### config.mk
export PLATFORM = sky130hd
export DESIGN_NAME = rc_pwm_pulse_width_decoder_unit
export DESIGN_NICKNAME = d
export VERILOG_FILES = /design/src/rtl/rcpwm_pkg.sv /design/src/rtl/rcpwm_lane.sv /design/src/rtl/rcpwm_merge.sv /design/src/rtl/rc_pwm_pulse_width_decoder_unit.sv
export SDC_FILE = /design/constraint.sdc
export NUM_CORES = 1
export LEC_CHECK = 0
export ABC_AREA = 1
export ABC_CLOCK_PERIOD_IN_PS = 5200
export BUFFER_PORTS_ARGS = -buffer_cell sky130_fd_sc_hd__buf_4
export CAP_MARGIN = 15
export CORE_ASPECT_RATIO = 1.25
export CORE_UTILIZATION = 55
export DETAILED_ROUTE_END_ITERATION = 8
export GPL_ROUTABILITY_DRIVEN = 0
export PLACE_DENSITY = 0.75
export SKIP_LAST_GASP = 1
export SLEW_MARGIN = 20
export SYNTH_ARGS = -nofsm -noshare
export SYNTH_HDL_FRONTEND = slang
export SYNTH_HIERARCHICAL = 1
export SYNTH_SLANG_ARGS = --single-unit
### constraint.sdc
create_clock -name clk -period 5.2 [get_ports clk]
set_input_delay 1.3 -clock clk [delete_from_list [all_inputs] [get_ports clk]]
set_output_delay 1.3 -clock clk [all_outputs]
set_load 0.1 [all_outputs]
### src/rtl/rcpwm_pkg.sv
`timescale 1ns / 1ps
// ----------------------------------------------------------------------------
// rcpwm_pkg: shared types and constants of the RC pulse width decoder
// Field widths, configuration register codes and reset values, and the
// control bundle that the pipeline control hands to every channel lane.
// ----------------------------------------------------------------------------
package rcpwm_pkg;

	localparam int REF_FIELDS  = 4;
	localparam int LEVEL_W     = 4;
	localparam int OFFSET_W    = 10;
	localparam int GAIN_W      = 4;
	localparam int PERIOD_W    = 11;
	localparam int REF_W       = 16;
	localparam int CFG_INDEX_W = 3;
	localparam int CFG_DATA_W  = 11;

	localparam logic [PERIOD_W-1:0] WRAP_PERIOD_RST = PERIOD_W'(1000);
	localparam logic [OFFSET_W-1:0] OFFSET_STD_RST  = OFFSET_W'(150);
	localparam logic [OFFSET_W-1:0] OFFSET_CH2_RST  = OFFSET_W'(110);
	localparam logic [GAIN_W-1:0]   GAIN_RST        = GAIN_W'(10);
	localparam logic [LEVEL_W-1:0]  INVERT_MASK_RST = LEVEL_W'(8);

	typedef enum logic [CFG_INDEX_W-1:0] {
		CFG_WRAP_PERIOD = 3'd0,
		CFG_OFFSET_CH0  = 3'd1,
		CFG_OFFSET_CH1  = 3'd2,
		CFG_OFFSET_CH2  = 3'd3,
		CFG_OFFSET_CH3  = 3'd4,
		CFG_GAIN        = 3'd5,
		CFG_INVERT_MASK = 3'd6
	} cfg_idx_t;

	// accept: a request enters stage 1; load: stage 1 moves into the output stage.
	typedef struct packed {
		logic accept;
		logic load;
	} lane_ctrl_t;

endpackage

### src/rtl/rcpwm_lane.sv
`timescale 1ns / 1ps
// ----------------------------------------------------------------------------
// rcpwm_lane: one channel of the pulse width decoder
// Stage 1 detects edges, stores the pulse start and forms the wrapped width.
// Stage 2 scales the width by offset and gain, optionally negates it and
// saturates it into the held reference.
// ----------------------------------------------------------------------------
module rcpwm_lane
	import rcpwm_pkg::*;
#(
	parameter int TIME_BITS = 10
) (
	input  logic                       clk,
	input  logic                       arst_n,
	input  lane_ctrl_t                 ctrl,
	input  logic                       level,
	input  logic [TIME_BITS-1:0]       ts,
	input  logic [TIME_BITS:0]         period,
	input  logic [OFFSET_W-1:0]        offset,
	input  logic [GAIN_W-1:0]          gain,
	input  logic                       invert,
	output logic                       fall,
	output logic signed [REF_W-1:0]    held_ref
);

	localparam int WW = ((TIME_BITS + 1) > OFFSET_W ? (TIME_BITS + 1) : OFFSET_W) + 1;
	localparam int PW = WW + GAIN_W + 1;
	localparam int NW = PW + 1;
	localparam logic signed [NW-1:0] SAT_MAX = NW'(32767);
	localparam logic signed [NW-1:0] SAT_MIN = -NW'(32768);

	logic                        last_q;
	logic [TIME_BITS-1:0]        start_q;
	logic                        fall_s1;
	logic signed [TIME_BITS:0]   width_s1;
	logic signed [REF_W-1:0]     held_q;

	logic signed [TIME_BITS+1:0] diff;
	logic signed [TIME_BITS+1:0] wrapped;
	logic signed [TIME_BITS:0]   width_d;
	logic signed [WW-1:0]        corr;
	logic signed [PW-1:0]        prod;
	logic signed [NW-1:0]        signed_val;
	logic signed [REF_W-1:0]     sat_val;

	// A start stored under a larger period can stay negative after the wrap.
	always_comb begin
		diff    = $signed({2'b00, ts}) - $signed({2'b00, start_q});
		wrapped = diff + $signed({1'b0, period});
		width_d = diff[TIME_BITS+1] ? wrapped[TIME_BITS:0] : diff[TIME_BITS:0];
	end

	always_ff @(posedge clk or negedge arst_n) begin
		if (!arst_n) begin
			last_q  <= 1'b0;
			start_q <= '0;
			fall_s1 <= 1'b0;
		end else if (ctrl.accept) begin
			fall_s1 <= last_q && !level;
			if (level && !last_q) begin
				start_q <= ts;
			end
			last_q <= level;
		end
	end

	always_ff @(posedge clk) begin
		if (ctrl.accept && last_q && !level) begin
			width_s1 <= width_d;
		end
	end

	always_comb begin
		corr = $signed({{(WW-TIME_BITS-1){width_s1[TIME_BITS]}}, width_s1})
			- $signed({{(WW-OFFSET_W){1'b0}}, offset});
		prod = $signed({{(PW-WW){corr[WW-1]}}, corr})
			* $signed({{(PW-GAIN_W){1'b0}}, gain});
		signed_val = invert ? -$signed({prod[PW-1], prod}) : $signed({prod[PW-1], prod});
		if (signed_val > SAT_MAX) begin
			sat_val = SAT_MAX[REF_W-1:0];
		end else if (signed_val < SAT_MIN) begin
			sat_val = SAT_MIN[REF_W-1:0];
		end else begin
			sat_val = signed_val[REF_W-1:0];
		end
	end

	always_ff @(posedge clk or negedge arst_n) begin
		if (!arst_n) begin
			held_q <= '0;
		end else if (ctrl.load && fall_s1) begin
			held_q <= sat_val;
		end
	end

	assign fall     = fall_s1;
	assign held_ref = held_q;

endmodule

### src/rtl/rcpwm_merge.sv
`timescale 1ns / 1ps
// ----------------------------------------------------------------------------
// rcpwm_merge: pipeline control and lane merge
// Tracks the two pipeline stages, issues the lane controls and gathers the
// per-lane falling-edge flags into the registered update mask.
// ----------------------------------------------------------------------------
module rcpwm_merge
	import rcpwm_pkg::*;
(
	input  logic                  clk,
	input  logic                  arst_n,
	input  logic                  in_valid,
	output logic                  in_ready,
	output logic                  out_valid,
	input  logic                  out_ready,
	input  logic [REF_FIELDS-1:0] fall,
	output lane_ctrl_t            ctrl,
	output logic [LEVEL_W-1:0]    updated_mask
);

	logic                  s1_valid_q;
	logic                  out_valid_q;
	logic [LEVEL_W-1:0]    mask_q;
	logic                  s1_adv;

	// The output stage frees up in the same cycle its result is taken.
	assign s1_adv      = !out_valid_q || out_ready;
	assign in_ready    = !s1_valid_q || s1_adv;
	assign ctrl.accept = in_valid && in_ready;
	assign ctrl.load   = s1_valid_q && s1_adv;

	always_ff @(posedge clk or negedge arst_n) begin
		if (!arst_n) begin
			s1_valid_q  <= 1'b0;
			out_valid_q <= 1'b0;
			mask_q      <= '0;
		end else begin
			if (in_ready) begin
				s1_valid_q <= in_valid;
			end
			if (s1_adv) begin
				out_valid_q <= s1_valid_q;
			end
			if (ctrl.load) begin
				mask_q <= LEVEL_W'(fall);
			end
		end
	end

	assign out_valid    = out_valid_q;
	assign updated_mask = mask_q;

endmodule

### src/rtl/rc_pwm_pulse_width_decoder_unit.sv
`timescale 1ns / 1ps
// ----------------------------------------------------------------------------
// rc_pwm_pulse_width_decoder_unit: four-channel RC receiver pulse decoder
// Measures pulse widths on the pin levels and turns them into scaled,
// saturated 16-bit references held per channel.
// ----------------------------------------------------------------------------
// The block takes one request per clock while the output is not stalled, and
// returns one result per request, registered in stage 1 and then stage 2. Each
// channel has its own lane: stage 1 finds edges and the wrapped pulse width,
// stage 2 applies offset and gain and holds the reference, which is the
// output register itself. Edge history lives in stage 1, so throughput is
// set by the stage 1 update of a lane: one request per cycle unless stalled.
// Configuration writes take effect on the next cycle and are meant for an idle block.
// ----------------------------------------------------------------------------
module rc_pwm_pulse_width_decoder_unit
	import rcpwm_pkg::*;
#(
	parameter int CHANNELS  = 4,
	parameter int TIME_BITS = 10
) (
	input  logic                       clk,
	input  logic                       arst_n,
	input  logic                       cfg_we,
	input  logic [CFG_INDEX_W-1:0]     cfg_index,
	input  logic [CFG_DATA_W-1:0]      cfg_data,
	input  logic                       in_valid,
	output logic                       in_ready,
	input  logic [LEVEL_W-1:0]         pin_levels,
	input  logic [TIME_BITS-1:0]       timestamp,
	output logic                       out_valid,
	input  logic                       out_ready,
	output logic signed [REF_W-1:0]    ref_ch0,
	output logic signed [REF_W-1:0]    ref_ch1,
	output logic signed [REF_W-1:0]    ref_ch2,
	output logic signed [REF_W-1:0]    ref_ch3,
	output logic [LEVEL_W-1:0]         updated_mask
);

	localparam int LANES = (CHANNELS < REF_FIELDS) ? CHANNELS : REF_FIELDS;
	localparam int CW    = (PERIOD_W > TIME_BITS + 1) ? PERIOD_W : TIME_BITS + 1;
	localparam logic [CW-1:0] PMIN = CW'(2);
	localparam logic [CW-1:0] PMAX = CW'(1) << TIME_BITS;

	logic [PERIOD_W-1:0]   wrap_period_q;
	logic [OFFSET_W-1:0]   offset_q [REF_FIELDS];
	logic [GAIN_W-1:0]     gain_q;
	logic [LEVEL_W-1:0]    invert_mask_q;

	logic [CW-1:0]         wrap_ext;
	logic [CW-1:0]         period_c;
	logic [TIME_BITS:0]    period_eff;
	logic [TIME_BITS:0]    period_m1;
	logic [TIME_BITS-1:0]  ts_clamped;

	lane_ctrl_t              ctrl;
	logic [REF_FIELDS-1:0]   fall;
	logic signed [REF_W-1:0] refs [REF_FIELDS];

	always_ff @(posedge clk or negedge arst_n) begin
		if (!arst_n) begin
			wrap_period_q <= WRAP_PERIOD_RST;
			offset_q[0]   <= OFFSET_STD_RST;
			offset_q[1]   <= OFFSET_STD_RST;
			offset_q[2]   <= OFFSET_CH2_RST;
			offset_q[3]   <= OFFSET_STD_RST;
			gain_q        <= GAIN_RST;
			invert_mask_q <= INVERT_MASK_RST;
		end else if (cfg_we) begin
			unique case (cfg_index)
				CFG_WRAP_PERIOD: wrap_period_q <= cfg_data[PERIOD_W-1:0];
				CFG_OFFSET_CH0:  offset_q[0]   <= cfg_data[OFFSET_W-1:0];
				CFG_OFFSET_CH1:  offset_q[1]   <= cfg_data[OFFSET_W-1:0];
				CFG_OFFSET_CH2:  offset_q[2]   <= cfg_data[OFFSET_W-1:0];
				CFG_OFFSET_CH3:  offset_q[3]   <= cfg_data[OFFSET_W-1:0];
				CFG_GAIN:        gain_q        <= cfg_data[GAIN_W-1:0];
				CFG_INVERT_MASK: invert_mask_q <= cfg_data[LEVEL_W-1:0];
				default: ;
			endcase
		end
	end

	// Out-of-range periods are pinned to 2..2^TIME_BITS, and timestamps at
	// or beyond the period read as the last tick of the period.
	always_comb begin
		wrap_ext = CW'(wrap_period_q);
		if (wrap_ext < PMIN) begin
			period_c = PMIN;
		end else if (wrap_ext > PMAX) begin
			period_c = PMAX;
		end else begin
			period_c = wrap_ext;
		end
		period_eff = period_c[TIME_BITS:0];
		period_m1  = period_eff - (TIME_BITS+1)'(1);
		ts_clamped = ({1'b0, timestamp} >= period_eff) ? period_m1[TIME_BITS-1:0] : timestamp;
	end

	rcpwm_merge u_merge (
		.clk          (clk),
		.arst_n       (arst_n),
		.in_valid     (in_valid),
		.in_ready     (in_ready),
		.out_valid    (out_valid),
		.out_ready    (out_ready),
		.fall         (fall),
		.ctrl         (ctrl),
		.updated_mask (updated_mask)
	);

	for (genvar i = 0; i < REF_FIELDS; i++) begin : g_lane
		if (i < LANES) begin : g_on
			rcpwm_lane #(
				.TIME_BITS (TIME_BITS)
			) u_lane (
				.clk      (clk),
				.arst_n   (arst_n),
				.ctrl     (ctrl),
				.level    (pin_levels[i]),
				.ts       (ts_clamped),
				.period   (period_eff),
				.offset   (offset_q[i]),
				.gain     (gain_q),
				.invert   (invert_mask_q[i]),
				.fall     (fall[i]),
				.held_ref (refs[i])
			);
		end else begin : g_off
			assign fall[i] = 1'b0;
			assign refs[i] = '0;
		end
	end

	assign ref_ch0 = refs[0];
	assign ref_ch1 = refs[1];
	assign ref_ch2 = refs[2];
	assign ref_ch3 = refs[3];

`ifndef SYNTHESIS
	a_ready_when_empty: assert property (@(posedge clk) disable iff (!arst_n)
		!out_valid |-> in_ready)
		else $error("input stalled while the output stage is empty");

	a_drain: assert property (@(posedge clk) disable iff (!arst_n)
		out_valid && out_ready && !in_ready |=> out_valid)
		else $error("output dropped while stage 1 still held a request");

	a_ref_only_on_update: assert property (@(posedge clk) disable iff (!arst_n)
		!$stable(ref_ch0) |-> updated_mask[0])
		else $error("channel 0 reference changed without an update");
`endif

endmodule

-- Word level (Yosys, flattened, before mapping)
Cells that the tools add are included.
W data, S select, Z words.
- $add $sub $neg: 17
- multipliers: 4
- magnitude comparators: 11
- equal/unequal tests: 6
- muxes and demuxes: 19
- reduce and logical (&&, ||, !) cells: 46
- operator list (cell ; number):
    $mux W16 ; 8
    $gt A18 B16 Y1 const B ; 4
    $lt A18 B16 Y1 const B ; 4
    $mux W18 ; 4
    $neg A17 Y18 ; 4
    $mul A12 B5 Y17 ; 4
    $mux W11 ; 6
    $sub A11 B11 Y12 ; 4
    $add A11 B11 Y11 ; 4
    $sub A10 B10 Y11 ; 4
    $logic_and A1 B1 Y1 ; 22
    $reduce_and A2 Y1 ; 11
    $ge A10 B11 Y1 ; 1
    $gt A11 B11 Y1 const B ; 1
    $lt A11 B2 Y1 const B ; 1
    $logic_not A1 Y1 ; 10
    $mux W10 ; 1
    $sub A10 B1 Y10 const B ; 1
    $eq A3 B3 Y1 const B ; 3
    $eq A3 B2 Y1 const B ; 2
    $eq A3 B1 Y1 const B ; 1
    $logic_not A3 Y1 ; 1
    $logic_or A1 B1 Y1 ; 2
- register bits: 221
- input port bits: 33
- output and inout bits: 70
- logic and storage cells: 133

-- Logic depth before layout (Yosys ltp)
- word-level depth: 8
- gate-level depth with buffers: 40
- depth with buffers taken out: 39

-- Cells and area by module
Netlist, hierarchy kept.
- modules (own cells, without submodules) (module ; instances ; cells an instance ; area an instance (µm²) ; seq. area each (µm²)):
    rcpwm_lane (g_lane[1].g_on.u_lane) ; 1 ; 767 ; 5390.2 ; 1031.0
    rcpwm_lane (g_lane[2].g_on.u_lane) ; 1 ; 739 ; 5326.4 ; 1031.0
    rcpwm_lane (g_lane[3].g_on.u_lane) ; 1 ; 743 ; 5303.8 ; 1031.0
    rcpwm_lane (g_lane[0].g_on.u_lane) ; 1 ; 749 ; 5212.5 ; 1031.0
    rc_pwm_pulse_width_decoder_unit ; 1 ; 346 ; 2904.0 ; 1508.9
    rcpwm_merge ; 1 ; 27 ; 237.7 ; 150.1

-- Worst setup path after synthesis
No wires, ideal clock.
- path type: in2reg
- start: in timestamp[6]
- end: reg g_lane[3].g_on.u_lane.width_s1[10] (data pin)
- setup time: 255 ps
- data arrival time: 5551 ps
- required time: 4945 ps
- path slack: -607 ps
- stages: 24
- buffers on the path: 0
- cell sequence: ha_1 nand2_1 o21ai_0 a21oi_1 nand3_1 inv_1 o21ai_0 ha_1 a21oi_1 o21bai_1 a21oi_1 nor2_1 nor2_1 xor2_1 inv_1 ha_1 nand2_1 o21ai_0 nand3_1 nand2_1 a21oi_1 o21bai_1 xor2_1 nor2_1
- longest elaborated chain between the ends: 5
- ends and longest elaborated chain (element ; line ; text):
    start: declaration ; rc_pwm_pulse_width_decoder_unit.sv:29 ; input logic [TIME_BITS-1:0] timestamp,
    $ge A10 B11 Y1 (*) ; rc_pwm_pulse_width_decoder_unit.sv:95 ; ts_clamped = ({1'b0, timestamp} >= period_eff) ? period_m1[TIME_BITS-1:0] : timestamp;
    $mux W10 (*) ; rc_pwm_pulse_width_decoder_unit.sv:95 ;
    via ts_clamped[1] ; rc_pwm_pulse_width_decoder_unit.sv:53 ; logic [TIME_BITS-1:0] ts_clamped;
    $sub A10 B10 Y11 (*) ; rcpwm_lane.sv:48 ; diff = $signed({2'b00, ts}) - $signed({2'b00, start_q});
    $add A11 B11 Y11 ; rcpwm_lane.sv:49 ; wrapped = diff + $signed({1'b0, period});
    $mux W11 (*) ; rcpwm_lane.sv:50 ; width_d = diff[TIME_BITS+1] ? wrapped[TIME_BITS:0] : diff[TIME_BITS:0];
    end signal: assignment ; rcpwm_lane.sv:69 ; width_s1 <= width_d;
    end: declaration ; rcpwm_lane.sv:35 ; logic signed [TIME_BITS:0] width_s1;
The timed path passes the listed nets; every way through them passes the cells marked *.
A chain may end at the register's enable or synchronous reset.

-- Worst setup path in the final report
- start: reg offset_q[13] (netlist bit)
- end: reg g_lane[2].g_on.u_lane.held_q[2]
- longest elaborated chain between the ends: 7
- elaborated cells on any way between the ends: 8
- classes of those cells: add/sub: 2; mul: 1; order compare: 2; mux: 3
- ends and longest elaborated chain (element ; line ; text):
    start: declaration ; rc_pwm_pulse_width_decoder_unit.sv:45 ; logic [OFFSET_W-1:0] offset_q [REF_FIELDS];
    $sub A11 B11 Y12 (*) ; rcpwm_lane.sv:75 ; - $signed({{(WW-OFFSET_W){1'b0}}, offset});
    $mul A12 B5 Y17 (*) ; rcpwm_lane.sv:77 ; * $signed({{(PW-GAIN_W){1'b0}}, gain});
    $neg A17 Y18 ; rcpwm_lane.sv:78 ; signed_val = invert ? -$signed({prod[PW-1], prod}) : $signed({prod[PW-1], prod});
    $mux W18 (*) ; rcpwm_lane.sv:78 ;
    $lt A18 B16 Y1 ; rcpwm_lane.sv:81 ; end else if (signed_val < SAT_MIN) begin
    $mux W16 ; rcpwm_lane.sv:81 ;
    $mux W16 (*) ; rcpwm_lane.sv:79 ; if (signed_val > SAT_MAX) begin
    end signal: assignment ; rcpwm_lane.sv:92 ; held_q <= sat_val;
    end: declaration ; rcpwm_lane.sv:36 ; logic signed [REF_W-1:0] held_q;
Every way passes the cells marked *; elsewhere a longest branch is shown, timed or not.

==> impl_metrics.tcl <==
set metrics [dict create \
    cts.sinks 221 \
    place_hpwl_mm 46.9 \
    cts_max_level 1 \
    drt_first_pass_iters 5 \
    crit_cells 34 \
    routedWlPerCell_um 14.4 \
    fmax_mhz 180 \
    hp-class "reg -> reg" \
    core-area_mm2 0.0434 \
    synthArstFlopShare 0.801 \
    setup-violations-final 63 \
    tightest_slew_ns 0.882 \
    critPathKind "reg -> reg" \
    rsz0062_at_grt "true" \
    critPathLaunchType "flip-flop" \
    holdPathStages 2 \
    area_delta_synth_final_pct 30.4 \
    layout.area.seq_mm2 0.00578 \
    synth_top_area_frac 0.155 \
    clockBufferDepth 3 \
    port_buffers 102 \
    grt_pass1_wl_mm 102 \
    crit_family "adder cells" \
    die-height_um 237 \
    syn_inst 3371 \
    worst-path-max-fanout 8 \
    holdPathEnd "g_lane[3].g_on.u_lane/held_ref[14]" \
    arrival_ns 6.04 \
    clk_pin_slew_ns 0.06 \
    multiInputGateArea_mm2 0.0182 \
    final_layout_size_suffix_gt1_frac 0.306 \
    vias_per_cell 5.17 \
    status "complete, but fails checks" \
    critical-path-max-stage-delay_ns 0.55 \
    num_vias 23030 \
    synthTopCellsByArea "dfrtp_1 16%, ha_1 14%, nand2_1 13%" \
    timing.slew.headroom 0.410 \
    reg2reg_depth 34 \
    cp_num_buf_inv 4 \
    avgSynthCellArea_um2 7.23 \
    grt_pass1_vias 22348 \
    synth-edff-count 44 \
    rows 85 \
    violations "negative setup slack" \
    die_x_um 190 \
    num-fill-cells 3169 \
    cts_buffers 25 \
    fin_nets 4279 \
    worstReg2RegEnd "g_lane[2].g_on.u_lane/held_ref[2]" \
    drv_cap 0 \
    end_kind "flip-flop" \
    netlist_area_mm2 0.0244 \
    drc 0 \
    n_antenna_cell 0 \
    crit_required_ns 5.69 \
    finalSetupTns_ns -15.84 \
    overflow 0 \
    wl_mm 64.0 \
    grt_max_degree 102 \
    drt_iter0_markers 1132 \
    worstHoldStart "g_lane[3].g_on.u_lane/held_ref[14]" \
    synth_flop_cell "dfrtp_1" \
    r2r-start "offset_q[13]" \
    finalCriticalPeriod_ns 5.55 \
    insertion_delay_ns 0.56 \
    cpMaxStageDelayCell "fa_1" \
    yosys.area.top_type "dfrtp_1" \
    drv_slew 0 \
    synth_warnings 6 \
    worst_slack_ns -0.354 \
    die_area_mm2 0.0452 \
    cts_tree "done" \
    post-route-period-util 1.07 \
    reg2reg_slack_ns -0.35 \
    final-hold-violation-count 0 \
    antenna_found_initial 0 \
    start_util 0.562 \
    syn_nets 3779 \
    fin_skew_ns 0.00966 \
    pin_count 103 \
    ant_nets 0 \
    seq_area_frac_synth 0.237 \
    hold_buffers 0 \
    cts-root-buf "clkbuf_16" \
    synth_seq_cells 221 \
    ys_types 57 \
    track_usage 0.274 \
]
[flip-flops by register name (all words and copies together), names as in the netlist]
register	count
u_merge/updated_mask	4
wrap_ext	11
u_merge/out_valid	1
g_lane.g_on.u_lane/last_q	4
g_lane.g_on.u_lane/start_q	40
g_lane.g_on.u_lane/width_s1	44
gain_q	4
g_lane.g_on.u_lane/held_ref	64
u_merge/s1_valid_q	1
invert_mask_q	4
g_lane.g_on.u_lane/fall	4
offset_q	40
[synth_stat cells (2+ instances only)]
cell and n:
a21boi_0 3, a21o_1 11, a21oi_1 169, a21oi_2 23, a31oi_1 18, buf_12 3
buf_2 6, buf_6 8, buf_8 2, clkbuf_1 34, clkinv_1 9, dfrtp_1 151
dfstp_2 26, edfxtp_1 44, fa_1 112, ha_1 263, inv_1 538, inv_2 31
nand2_1 864, nand2_2 81, nand2_4 13, nand3_1 156, nand3_2 17, nand3b_1 18
nand4_1 29, nand4_2 2, nor2_1 342, nor2_2 17, nor2_4 7, nor3_1 12
o211ai_1 3, o21ai_0 129, o21ai_1 14, o21ai_2 4, o21bai_1 18, o22ai_1 4
o31ai_1 3, or2_2 21, xnor2_1 61, xor2_1 88
[cells by family after synthesis]
group           share of synthesized area
mux                              0.000462
xor+xnor                           0.0542
compound gates                     0.0938
fa+ha+maj                           0.227
flops                               0.237
buf+inv                             0.104
simple gates                        0.284
[metrics by stage]
stage	setup WS, ns	hold slack (ns)	instance area [um2]	utilization	instances
floorplan	-0.000759	0.453	24500	-	3371
global placement	-0.276	0.464	28400	0.655	4347
detailed placement	-0.374	0.467	28400	0.655	4347
CTS	-0.208	0.479	30500	0.703	4430
global route	-0.684	0.500	31800	0.733	4455
finish	-0.354	0.471	31800	0.733	4455
[how the worst max path moves through the flow]
| stage | from | endpoint |
|---|---|---|
| finish | offset_q[13] | g_lane[2].g_on.u_lane/held_ref[2] |
| global route | g_lane[1].g_on.u_lane/width_s1[0] | g_lane[1].g_on.u_lane/held_ref[8] |
| CTS | offset_q[21] | g_lane[1].g_on.u_lane/held_ref[8] |
| detailed placement | g_lane[3].g_on.u_lane/width_s1[0] | g_lane[3].g_on.u_lane/held_ref[0] |
| global placement | offset_q[31] | g_lane[0].g_on.u_lane/held_ref[13] |
| floorplan | offset_q[21] | g_lane[1].g_on.u_lane/held_ref[5] |
[timing repair]
action	CTS	global route
buffers inserted	30	25
setup endpoints to repair	63	95
resized for setup	212	267
pin swaps	148	162
gates cloned	7	1
[routing by layer]
layer	GRT usage	up-vias	share of wire
met3	0.0276	175	0.045
li1	-	11611	-
met2	0.502	571	0.50
met1	0.322	10673	0.41
met4	0.117	0	0.047
met5	0	-	0
[final cells by class]
cell class / instances / share of cell area
Sequential cell: 221 / 0.182
Inverter: 578 / 0.0692
Timing Repair Buffer: 521 / 0.127
Clock inverter: 18 / 0.00704
Tap cell: 565 / 0.0222
Clock buffer: 28 / 0.0200
Multi-Input combinational cell: 2524 / 0.573
[worst reg2reg max path, delay by kind of cell (launching register included)]
kind / cells / cell delay (ns)
AND/OR/NAND/NOR: 18 / 1.65
AO/OA/AOI/OAI: 6 / 0.74
flip-flops: 1 / 0.52
buffers and inverters: 4 / 0.31
XOR/XNOR: 1 / 0.24
adder cells (fa/ha/maj): 5 / 2.03
[layout by cell type (no fill, tap or decap), types with 80 or more instances in the layout]
master	n
nand2_1	729
nor2_1	322
ha_1	213
inv_1	504
a21oi_1	116
nand3_1	128
nand2_2	171
xor2_1	80
dfrtp_1	151
buf_4	504
fa_1	101
o21ai_0	111
Power is left out: the tool's default activity adds up to more than one toggle a clock period on the data nets, which glitch-free logic cannot reach.
